--- config.mk ---
export PLATFORM = sky130hd
export DESIGN_NAME = scaler_event_word_decoder_top_flat
export DESIGN_NICKNAME = d
export VERILOG_FILES = /design/src/hw/rtl/sewd_pkg.sv /design/src/hw/rtl/sewd_in_if.sv /design/src/hw/rtl/sewd_out_if.sv /design/src/hw/rtl/sewd_decode.sv /design/src/hw/rtl/sewd_cnt_mem.sv /design/src/hw/rtl/scaler_event_word_decoder_top.sv /design/src/flat_wrapper.sv
export VERILOG_INCLUDE_DIRS = /design/src /design/src/hw/rtl
export SDC_FILE = /design/constraint.sdc
export NUM_CORES = 1
export LEC_CHECK = 0
export BUFFER_PORTS_ARGS = -buffer_cell sky130_fd_sc_hd__buf_2
export CORE_MARGIN = 2
export CORE_UTILIZATION = 62
export DETAILED_ROUTE_END_ITERATION = 10
export PLACE_DENSITY = 0.8
export SYNTH_ARGS = -nofsm -noshare
export SYNTH_HDL_FRONTEND = slang
export SYNTH_SLANG_ARGS = --single-unit
--- constraint.sdc ---
create_clock -name i_clk -period 5.9 [get_ports i_clk]
set_clock_uncertainty 0.1 [all_clocks]
set_input_delay 1.77 -clock i_clk [delete_from_list [all_inputs] [get_ports i_clk]]
set_output_delay 1.77 -clock i_clk [all_outputs]
set_load 0.02 [all_outputs]
--- src/hw/rtl/scaler_event_word_decoder_top_macros.svh ---
// Assertion macros for the scaler event word decoder.
`ifndef SCALER_EVENT_WORD_DECODER_TOP_MACROS_SVH
`define SCALER_EVENT_WORD_DECODER_TOP_MACROS_SVH

`ifndef ASSERT_OFF
// Same-cycle implication under synchronous active-low reset.
`define SEWD_ASSERT_NOW(lbl, clk, rstn, ante, cons, msg) \
    lbl: assert property (@(posedge clk) disable iff (!(rstn)) (ante) |-> (cons)) \
        else $error(msg);
// Next-cycle implication under synchronous active-low reset.
`define SEWD_ASSERT_NEXT(lbl, clk, rstn, ante, cons, msg) \
    lbl: assert property (@(posedge clk) disable iff (!(rstn)) (ante) |=> (cons)) \
        else $error(msg);
`else
`define SEWD_ASSERT_NOW(lbl, clk, rstn, ante, cons, msg)
`define SEWD_ASSERT_NEXT(lbl, clk, rstn, ante, cons, msg)
`endif

`endif

--- src/hw/rtl/sewd_pkg.sv ---
// Shared types and constants of the scaler event word decoder.
package sewd_pkg;

    localparam int CHANNELS   = 32;
    localparam int CH_AW      = (CHANNELS > 1) ? $clog2(CHANNELS) : 1;
    localparam int WORD_W     = 32;
    localparam int CH_W       = 5;
    localparam int GEO_W      = 5;
    localparam int CNT_W      = 26;
    localparam int WL_W       = 6;
    localparam int TNUM_W     = 16;
    localparam int TTYPE_W    = 2;
    localparam int KIND_W     = 3;
    localparam int CFG_IDX_W  = 1;
    localparam int CFG_DATA_W = 26;

    localparam int GEO_LSB    = 27;
    localparam int MARKER_POS = 26;
    localparam int NCH_LSB    = 18;
    localparam int TTYPE_LSB  = 16;
    localparam int TNUM_LSB   = 0;
    localparam int CNT_LSB    = 0;

    localparam logic [CNT_W-1:0] MAX_INC_RST = CNT_W'(200);

    localparam logic [CFG_IDX_W-1:0] CFG_GEO     = 1'b0;
    localparam logic [CFG_IDX_W-1:0] CFG_MAX_INC = 1'b1;

    typedef enum logic [KIND_W-1:0] {
        KIND_HDR_OK   = 3'd0,
        KIND_CH_DATA  = 3'd1,
        KIND_CH_SKIP  = 3'd2,
        KIND_GEO_MISS = 3'd3,
        KIND_XTRA_HDR = 3'd4
    } t_kind;

    // Decoded word, handed from the header tracker to the count stage.
    typedef struct packed {
        t_kind               kind;
        logic [CH_W-1:0]     ch;
        logic [CNT_W-1:0]    cnt;
        logic [TNUM_W-1:0]   tnum;
        logic [TTYPE_W-1:0]  ttype;
        logic                evt_end;
        logic                upd;
    } t_dec;

endpackage

--- src/hw/rtl/sewd_in_if.sv ---
// Input word channel of the scaler event word decoder.
interface sewd_in_if;
    import sewd_pkg::*;

    logic              valid;
    logic              ready;
    logic [WORD_W-1:0] word;

    modport source (output valid, output word, input ready);
    modport sink   (input valid, input word, output ready);
endinterface

--- src/hw/rtl/sewd_out_if.sv ---
// Result word channel of the scaler event word decoder.
interface sewd_out_if;
    import sewd_pkg::*;

    logic               valid;
    logic               ready;
    logic [KIND_W-1:0]  kind;
    logic [CH_W-1:0]    channel;
    logic [CNT_W-1:0]   count_value;
    logic [CNT_W-1:0]   increment;
    logic               increment_nonzero;
    logic [TNUM_W-1:0]  trigger_number;
    logic [TTYPE_W-1:0] trigger_type;
    logic               event_end;

    modport source (
        output valid, output kind, output channel, output count_value, output increment,
        output increment_nonzero, output trigger_number, output trigger_type,
        output event_end, input ready
    );
    modport sink (
        input valid, input kind, input channel, input count_value, input increment,
        input increment_nonzero, input trigger_number, input trigger_type,
        input event_end, output ready
    );
endinterface

--- src/hw/rtl/sewd_decode.sv ---
// Header tracker: event framing state and per-word field decode.
module sewd_decode (
    input  logic                          i_clk,
    input  logic                          i_rst_n,
    input  logic                          i_accept,
    input  logic [sewd_pkg::WORD_W-1:0]   i_word,
    input  logic [sewd_pkg::GEO_W-1:0]    i_geo,
    output sewd_pkg::t_dec                o_dec
);
    import sewd_pkg::*;

    logic [WL_W-1:0]    r_words_left, n_words_left;
    logic [TNUM_W-1:0]  r_trig_num, n_trig_num;
    logic [TTYPE_W-1:0] r_trig_type, n_trig_type;
    logic               marker;
    t_dec               dec;

    assign marker = i_word[MARKER_POS];

    always_comb begin
        dec          = '0;
        n_words_left = r_words_left;
        n_trig_num   = r_trig_num;
        n_trig_type  = r_trig_type;
        if (r_words_left == '0) begin
            if (i_word[GEO_LSB +: GEO_W] != i_geo) begin
                dec.kind    = KIND_GEO_MISS;
                dec.evt_end = 1'b1;
            end else begin
                if (marker) begin
                    n_words_left = i_word[NCH_LSB +: WL_W];
                    n_trig_type  = i_word[TTYPE_LSB +: TTYPE_W];
                    n_trig_num   = i_word[TNUM_LSB +: TNUM_W];
                end else begin
                    n_words_left = '0;
                    n_trig_type  = '0;
                    n_trig_num   = '0;
                end
                dec.kind    = KIND_HDR_OK;
                dec.evt_end = (n_words_left == '0);
                dec.tnum    = n_trig_num;
                dec.ttype   = n_trig_type;
            end
        end else begin
            dec.tnum  = r_trig_num;
            dec.ttype = r_trig_type;
            if (marker) begin
                // abort: header marker where channel data belongs
                dec.kind     = KIND_XTRA_HDR;
                dec.evt_end  = 1'b1;
                n_words_left = '0;
            end else begin
                n_words_left = r_words_left - WL_W'(1);
                dec.evt_end  = (n_words_left == '0);
                dec.ch       = i_word[GEO_LSB +: CH_W];
                dec.cnt      = i_word[CNT_LSB +: CNT_W];
                if ({1'b0, dec.ch} >= (CH_W+1)'(CHANNELS)) begin
                    dec.kind = KIND_CH_SKIP;
                end else begin
                    dec.kind = KIND_CH_DATA;
                    dec.upd  = 1'b1;
                end
            end
        end
    end

    always_ff @(posedge i_clk) begin
        if (!i_rst_n) begin
            r_words_left <= '0;
            r_trig_num   <= '0;
            r_trig_type  <= '0;
        end else if (i_accept) begin
            r_words_left <= n_words_left;
            r_trig_num   <= n_trig_num;
            r_trig_type  <= n_trig_type;
        end
    end

    assign o_dec = dec;

endmodule

--- src/hw/rtl/sewd_cnt_mem.sv ---
// Previous-count store: registered read, write-back, valid bits and forwarding.
module sewd_cnt_mem (
    input  logic                          i_clk,
    input  logic                          i_rst_n,
    input  logic                          i_rd_en,
    input  logic [sewd_pkg::CH_AW-1:0]    i_rd_idx,
    input  logic                          i_wr_en,
    input  logic [sewd_pkg::CH_AW-1:0]    i_wr_idx,
    input  logic [sewd_pkg::CNT_W-1:0]    i_wr_data,
    output logic [sewd_pkg::CNT_W-1:0]    o_prev
);
    import sewd_pkg::*;

    logic [CNT_W-1:0]    mem [CHANNELS];
    logic [CHANNELS-1:0] r_valid;
    logic [CNT_W-1:0]    r_rd_q;
    logic                r_rd_vld;
    logic                r_fwd;
    logic [CNT_W-1:0]    r_fwd_data;

    always_ff @(posedge i_clk) begin
        if (i_wr_en) begin
            mem[i_wr_idx] <= i_wr_data;
        end
        if (i_rd_en) begin
            r_rd_q     <= mem[i_rd_idx];
            r_fwd_data <= i_wr_data;
        end
    end

    // A write landing on the entry read in the same cycle wins over the stale read.
    always_ff @(posedge i_clk) begin
        if (!i_rst_n) begin
            r_valid  <= '0;
            r_rd_vld <= 1'b0;
            r_fwd    <= 1'b0;
        end else begin
            if (i_wr_en) begin
                r_valid[i_wr_idx] <= 1'b1;
            end
            if (i_rd_en) begin
                r_rd_vld <= r_valid[i_rd_idx];
                r_fwd    <= i_wr_en && (i_wr_idx == i_rd_idx);
            end
        end
    end

    assign o_prev = r_fwd ? r_fwd_data : (r_rd_vld ? r_rd_q : '0);

endmodule

--- src/hw/rtl/scaler_event_word_decoder_top.sv ---
// Top level of the scaler event word decoder.
//
//  channel   | dir | handshake             | payload
//  ----------+-----+-----------------------+------------------------------------------
//  i_word    | in  | valid/ready           | word[31:0]
//  o_result  | out | valid/ready           | kind, channel, count_value, increment,
//            |     |                       | increment_nonzero, trigger_number/type,
//            |     |                       | event_end
//  config    | in  | i_cfg_we, no stall    | i_cfg_idx: 0 geo_address, 1 max_increment
//
// One word per cycle unless the output stalls; a word moves via stage 1 to o_result.
// Stage 0 decodes the word against the framing registers and reads the previous
// count; stage 1 computes the saturated increment and writes the new count back
// as it moves into the output register.
// Synchronous active-low reset clears framing state, valid bits and the pipeline;
// the count store needs no clearing pass (entries without a valid bit read zero).
// A stalled output holds the output register and stage 1; input ready stays high
// while stage 1 is empty or draining.
`include "scaler_event_word_decoder_top_macros.svh"

module scaler_event_word_decoder_top (
    input  logic                             i_clk,
    input  logic                             i_rst_n,
    sewd_in_if.sink                          i_word,
    sewd_out_if.source                       o_result,
    input  logic                             i_cfg_we,
    input  logic [sewd_pkg::CFG_IDX_W-1:0]   i_cfg_idx,
    input  logic [sewd_pkg::CFG_DATA_W-1:0]  i_cfg_data
);
    import sewd_pkg::*;

    // configuration
    logic [GEO_W-1:0] r_geo;
    logic [CNT_W-1:0] r_max_inc;

    // stage 0 / stage 1 / output register
    t_dec             dec;
    logic             in_acc;
    logic             r_s1_vld;
    t_dec             r_s1;
    logic             s1_go;
    logic [CNT_W-1:0] prev;
    logic [CNT_W-1:0] diff;
    logic [CNT_W-1:0] inc;

    logic               r_out_vld;
    t_kind              r_out_kind;
    logic [CH_W-1:0]    r_out_ch;
    logic [CNT_W-1:0]   r_out_cnt;
    logic [CNT_W-1:0]   r_out_inc;
    logic               r_out_nz;
    logic [TNUM_W-1:0]  r_out_tnum;
    logic [TTYPE_W-1:0] r_out_ttype;
    logic               r_out_end;

    always_ff @(posedge i_clk) begin
        if (!i_rst_n) begin
            r_geo     <= '0;
            r_max_inc <= MAX_INC_RST;
        end else if (i_cfg_we) begin
            unique case (i_cfg_idx)
                CFG_GEO:     r_geo     <= i_cfg_data[GEO_W-1:0];
                CFG_MAX_INC: r_max_inc <= i_cfg_data[CNT_W-1:0];
                default:     ;
            endcase
        end
    end

    // Advance stage 1 whenever the output register is free or being taken.
    assign s1_go          = r_s1_vld && (!r_out_vld || o_result.ready);
    assign i_word.ready   = !r_s1_vld || s1_go;
    assign in_acc         = i_word.valid && i_word.ready;

    sewd_decode u_decode (
        .i_clk    (i_clk),
        .i_rst_n  (i_rst_n),
        .i_accept (in_acc),
        .i_word   (i_word.word),
        .i_geo    (r_geo),
        .o_dec    (dec)
    );

    sewd_cnt_mem u_cnt_mem (
        .i_clk     (i_clk),
        .i_rst_n   (i_rst_n),
        .i_rd_en   (in_acc),
        .i_rd_idx  (dec.ch[CH_AW-1:0]),
        .i_wr_en   (s1_go && r_s1.upd),
        .i_wr_idx  (r_s1.ch[CH_AW-1:0]),
        .i_wr_data (r_s1.cnt),
        .o_prev    (prev)
    );

    always_ff @(posedge i_clk) begin
        if (!i_rst_n) begin
            r_s1_vld <= 1'b0;
        end else if (in_acc) begin
            r_s1_vld <= 1'b1;
        end else if (s1_go) begin
            r_s1_vld <= 1'b0;
        end
    end

    always_ff @(posedge i_clk) begin
        if (in_acc) begin
            r_s1 <= dec;
        end
    end

    // Modulo-2^26 difference, clamped at the configured limit.
    assign diff = r_s1.cnt - prev;
    assign inc  = !r_s1.upd ? '0 : ((diff > r_max_inc) ? r_max_inc : diff);

    always_ff @(posedge i_clk) begin
        if (!i_rst_n) begin
            r_out_vld <= 1'b0;
        end else if (s1_go) begin
            r_out_vld <= 1'b1;
        end else if (o_result.ready) begin
            r_out_vld <= 1'b0;
        end
    end

    always_ff @(posedge i_clk) begin
        if (s1_go) begin
            r_out_kind  <= r_s1.kind;
            r_out_ch    <= r_s1.ch;
            r_out_cnt   <= r_s1.cnt;
            r_out_inc   <= inc;
            r_out_nz    <= (inc != '0);
            r_out_tnum  <= r_s1.tnum;
            r_out_ttype <= r_s1.ttype;
            r_out_end   <= r_s1.evt_end;
        end
    end

    assign o_result.valid             = r_out_vld;
    assign o_result.kind              = r_out_kind;
    assign o_result.channel           = r_out_ch;
    assign o_result.count_value       = r_out_cnt;
    assign o_result.increment         = r_out_inc;
    assign o_result.increment_nonzero = r_out_nz;
    assign o_result.trigger_number    = r_out_tnum;
    assign o_result.trigger_type      = r_out_ttype;
    assign o_result.event_end         = r_out_end;

    `SEWD_ASSERT_NOW(a_inc_sat, i_clk, i_rst_n, r_out_vld, r_out_inc <= r_max_inc, "increment above limit")
    `SEWD_ASSERT_NOW(a_inc_kind, i_clk, i_rst_n, r_out_vld && r_out_nz, r_out_kind == KIND_CH_DATA, "nonzero increment outside channel data")
    `SEWD_ASSERT_NOW(a_geo_miss, i_clk, i_rst_n, r_out_vld && (r_out_kind == KIND_GEO_MISS), r_out_end && (r_out_tnum == '0) && (r_out_inc == '0), "geo mismatch result not clean")
    `SEWD_ASSERT_NEXT(a_s1_hold, i_clk, i_rst_n, r_s1_vld && !s1_go, r_s1_vld && $stable(r_s1), "stalled stage 1 lost its word")

endmodule
--- src/flat_wrapper.sv ---
// flat-port wrapper written by rule: the top's interface ports become plain ports
module scaler_event_word_decoder_top_flat import sewd_pkg::*;
  (i_clk, i_rst_n, i_cfg_we, i_cfg_idx, i_cfg_data, i_word_valid, i_word_word, i_word_ready, o_result_valid, o_result_kind, o_result_channel, o_result_count_value, o_result_increment, o_result_increment_nonzero, o_result_trigger_number, o_result_trigger_type, o_result_event_end, o_result_ready);
  sewd_in_if i_word_i ();
  sewd_out_if o_result_i ();
  input  logic i_clk;
  input  logic i_rst_n;
  input  logic i_cfg_we;
  input  logic [sewd_pkg::CFG_IDX_W-1:0] i_cfg_idx;
  input  logic [sewd_pkg::CFG_DATA_W-1:0] i_cfg_data;
  input wire logic [$bits(i_word_i.valid)-1:0] i_word_valid;
  input wire logic [$bits(i_word_i.word)-1:0] i_word_word;
  output wire logic [$bits(i_word_i.ready)-1:0] i_word_ready;
  output wire logic [$bits(o_result_i.valid)-1:0] o_result_valid;
  output wire logic [$bits(o_result_i.kind)-1:0] o_result_kind;
  output wire logic [$bits(o_result_i.channel)-1:0] o_result_channel;
  output wire logic [$bits(o_result_i.count_value)-1:0] o_result_count_value;
  output wire logic [$bits(o_result_i.increment)-1:0] o_result_increment;
  output wire logic [$bits(o_result_i.increment_nonzero)-1:0] o_result_increment_nonzero;
  output wire logic [$bits(o_result_i.trigger_number)-1:0] o_result_trigger_number;
  output wire logic [$bits(o_result_i.trigger_type)-1:0] o_result_trigger_type;
  output wire logic [$bits(o_result_i.event_end)-1:0] o_result_event_end;
  input wire logic [$bits(o_result_i.ready)-1:0] o_result_ready;
  assign i_word_i.valid = i_word_valid;
  assign i_word_i.word = i_word_word;
  assign i_word_ready = i_word_i.ready;
  assign o_result_valid = o_result_i.valid;
  assign o_result_kind = o_result_i.kind;
  assign o_result_channel = o_result_i.channel;
  assign o_result_count_value = o_result_i.count_value;
  assign o_result_increment = o_result_i.increment;
  assign o_result_increment_nonzero = o_result_i.increment_nonzero;
  assign o_result_trigger_number = o_result_i.trigger_number;
  assign o_result_trigger_type = o_result_i.trigger_type;
  assign o_result_event_end = o_result_i.event_end;
  assign o_result_i.ready = o_result_ready;
  scaler_event_word_decoder_top u_core (.i_clk(i_clk), .i_rst_n(i_rst_n), .i_word(i_word_i), .o_result(o_result_i), .i_cfg_we(i_cfg_we), .i_cfg_idx(i_cfg_idx), .i_cfg_data(i_cfg_data));
endmodule
==> impl_metrics.yaml <==
yosys:
  synth_compound_area_share_pct: 12.55
  synth_cells: 3247
  ys_ff_latch: 1109
  synth_nets: 3365
  synthAdderAreaFrac_pct: 1.528
  ys_seq_area_share_pct: 72.44
  yosys.area_share.simple_pct: 9.872
  muxShareOfSynthArea_pct: 0.2239
  synthXorXnorAreaFrac_pct: 0.7247
  synth_cell_types: 71
  synth_top_family_by_area: "compound AO/OA/AOI/OAI gates"
  async_reset_ff_share_pct: 0
  avgSynthCellArea_um2: 13.77
  ys.flop_type: "edfxtp_1"
  synth_edf_count: 1018
  yosysWarnings: 0
  synth.cell_area_um2: 44710
pwr:
  power_frac_seq_pct: 43.8
  clkPwrFrac_pct: 31.4
  irDropWorstVdd_mv: 0.3000
  p_sw_mw: 6.633
  p_comb_share_pct: 24.8
  pwr_density_cell_nw_per_um2: 423.4
  p_int_mw: 14.68
  p_total_mw: 21.31
  p_sw_share_pct: 31.12
  p_leak_nw: 16.96
critical_path:
  required_ps: 6190
  endpoint_kind: "flip-flop"
  start_kind: "flip-flop"
  critPathKind: "flip-flop to flip-flop"
  worstPathMaxFanout: 21
  rrSetupSlack_ps: 300
  crit_arrival_ps: 5890
worst_hold_path:
  hold_class: "flip-flop to flip-flop"
global_routing:
  grt_antenna_before_repair: 1
  grt_first_pass_wirelength_um: 174100
  grt_overflow: 0
  grt_max_degree: 124
  grt_usage_pct: 31.24
  grt_pass1_vias: 29170
cells_and_area:
  area.sequential_um2: 32390
  mostFrequentLayoutCells: "1018 x edfxtp_1, 596 x nand2_1, 213 x o221ai_1"
  finalNetCount: 3495
  fin_util_pct: 70.41
  layout_commonest_cell: "edfxtp_1"
  antennaDiodeCount: 0
  fin_cells: 4411
  fillers: 4440
  layout-drive-gt1-share_pct: 13.55
  multiInputGateArea_um2: 11360
  area.growth.synth_to_final_pct: 12.57
sta:
  final.min_clock_period_ps: 5599
  tightest_slew_ps: 1217
  tns_ps: 0
  max_freq_mhz: 178.6
  final.period_utilization_pct: 94.89
  setup_viol: 0
  relSlewSlack_pct: 18.68
  finalMaxSlewViolations: 0
  timing.final.hold_violations: 0
routing:
  wl_per_cell_um: 26.63
  via_per_inst: 6.744
  drt_pass1_iterations: 7
  drt_iter0_markers: 4289
  drcViolationCount: 0
  final_antenna_net_count: 0
  drt_wl_total_um: 117500
  vias: 29750
die:
  start_util_pct: 62.55
  placementRows: 98
  die_h_um: 272.6
  die-width_um: 272.6
  core-area_um2: 71490
  ios: 146
  die-area_um2: 74280
clock_network:
  clk_pin_slew_worst_paths_ps: 60
  numCtsBuffers: 105
  holdBufCountCts: 0
  cts_tree: "yes"
  clock-sinks: 1109
  htreeDepth: 3
  insertion_delay_ps: 660
  cts_max_path_buffers: 3
  clockRootBuffer: "clkbuf_16"
placement:
  numPortBuffers: 145
  dp_cells: 4219
  dp_hpwl_um: 67220
  gp_congestion: 0.9483
status:
  outcome: "completed"
job:
  max-cap-violations: 0
## what timing repair did
item	CTS	global route
endpoints found under the setup margin	0	17
resized for setup	0	3
setup buffers	0	1
## stage by stage
step | hold WS [ps] | instance area, um^2 | setup slack, ps
2_1_floorplan | 300.3 | 44710 | 379.9
3_3_place_gp | 305.9 | 46920 | 297.5
3_5_place_dp | 304.5 | 46920 | 186.4
4_1_cts | 317.7 | 50320 | 169.5
5_1_grt | 325.2 | 50340 | -94.99
6_report | 314.8 | 50340 | 301.3
## worst paths after layout
path,from,end,cells after the start
worst min-delay path,u_core.r_s1[9]$_DFFE_PP_,u_core.o_result.trigger_number[5]$_DFFE_PP_,0
worst max-delay path,u_core.u_cnt_mem.r_rd_vld$_SDFFE_PN0P_,u_core.o_result.increment_nonzero$_DFFE_PP_,22
worst max register to register,u_core.u_cnt_mem.r_rd_vld$_SDFFE_PN0P_,u_core.o_result.increment_nonzero$_DFFE_PP_,22
worst min register to register,u_core.r_s1[9]$_DFFE_PP_,u_core.o_result.trigger_number[5]$_DFFE_PP_,0
## cell families after synthesis
kind of cell,after synthesis
and+or+nand+nor,1000
DFF,1109
buffers and inverters,286
muxes,10
adders and majority gates,54
xor gates and xnor gates,37
AOI/OAI and AO/OA,751
## power by group through the flow
stage / combinational [mW] / sequential, mW / clock [mW]
after CTS: 5.16 / 9.33 / 6.71
after detailed placement: 5.11 / 9.50 / 0
after floorplan: 3.14 / 9.65 / 0
after global routing: 5.66 / 9.35 / 7.02
final: 5.29 / 9.34 / 6.69
after global placement: 4.97 / 9.49 / 0
## critical path: stages (launching register included)
cell       delay (ps)
dfxtp_1           330
nor2b_2           270
buf_4             300
a22oi_1           110
ha_1              390
or3_1             400
a21oi_1           190
a31oi_1           120
a211oi_2          280
buf_4             180
inv_2              30
a21oi_1           160
xnor2_1           230
ha_1              320
nand4_1           140
nor3_1             80
a221o_1           330
a2111oi_2         300
a41o_2            340
buf_4             200
a31oi_1            80
nor4_1            310
nand4_1           140
## synthesized netlist by cell type (32+ instances only)
| cell | n | area share, % |
|---|---|---|
| edfxtp_1 | 1018 | 68 |
| nand2_1 | 599 | 5.0 |
| o221ai_1 | 213 | 4.2 |
| a21oi_1 | 166 | 1.9 |
| clkbuf_1 | 150 | 1.3 |
| nand3_1 | 150 | 1.7 |
| dfxtp_1 | 91 | 4.1 |
| a311oi_1 | 81 | 1.6 |
| nor2_1 | 62 | 0.52 |
| and3_1 | 57 | 0.80 |
| buf_2 | 55 | 0.62 |
| ha_1 | 53 | 1.5 |
| inv_1 | 44 | 0.37 |
| nor3_1 | 38 | 0.43 |
| o21a_1 | 37 | 0.62 |
| a31oi_1 | 32 | 0.45 |
| and2_1 | 32 | 0.45 |
## cell type report
cell class,instances,share of cell area [%]
timing repair buffer,259,3.540
tap,950,2.361
inverter,50,0.4176
clock buffer,132,5.506
multi-input combinational,1852,22.58
clock inverter,59,1.250
sequential,1109,64.35
## sequential cells by signal, indices dropped and copies added (netlist names), 2 cells and up
name and flops:
u_core.u_cnt_mem.mem 832, u_core.r_s1 54, u_core.u_cnt_mem.r_valid 32, u_core.o_result.count_value 26, u_core.o_result.increment 26, u_core.r_max_inc 26
u_core.u_cnt_mem.r_fwd_data 26, u_core.u_cnt_mem.r_rd_q 26, u_core.o_result.trigger_number 16, u_core.u_decode.r_trig_num 16, u_core.u_decode.r_words_left 6, u_core.o_result.channel 5
u_core.r_geo 5, u_core.o_result.kind 3, u_core.o_result.trigger_type 2, u_core.u_decode.r_trig_type 2
## metal layers
metal	GRT usage [%]	vias to the layer above	routed length, um
met5	0	-	9
met3	4.683	339	12500
li1	-	12830	-
met2	52.34	2014	57800
met4	14.76	2	5229
met1	40.58	14570	41920
(Power assumes the default switching activity.)
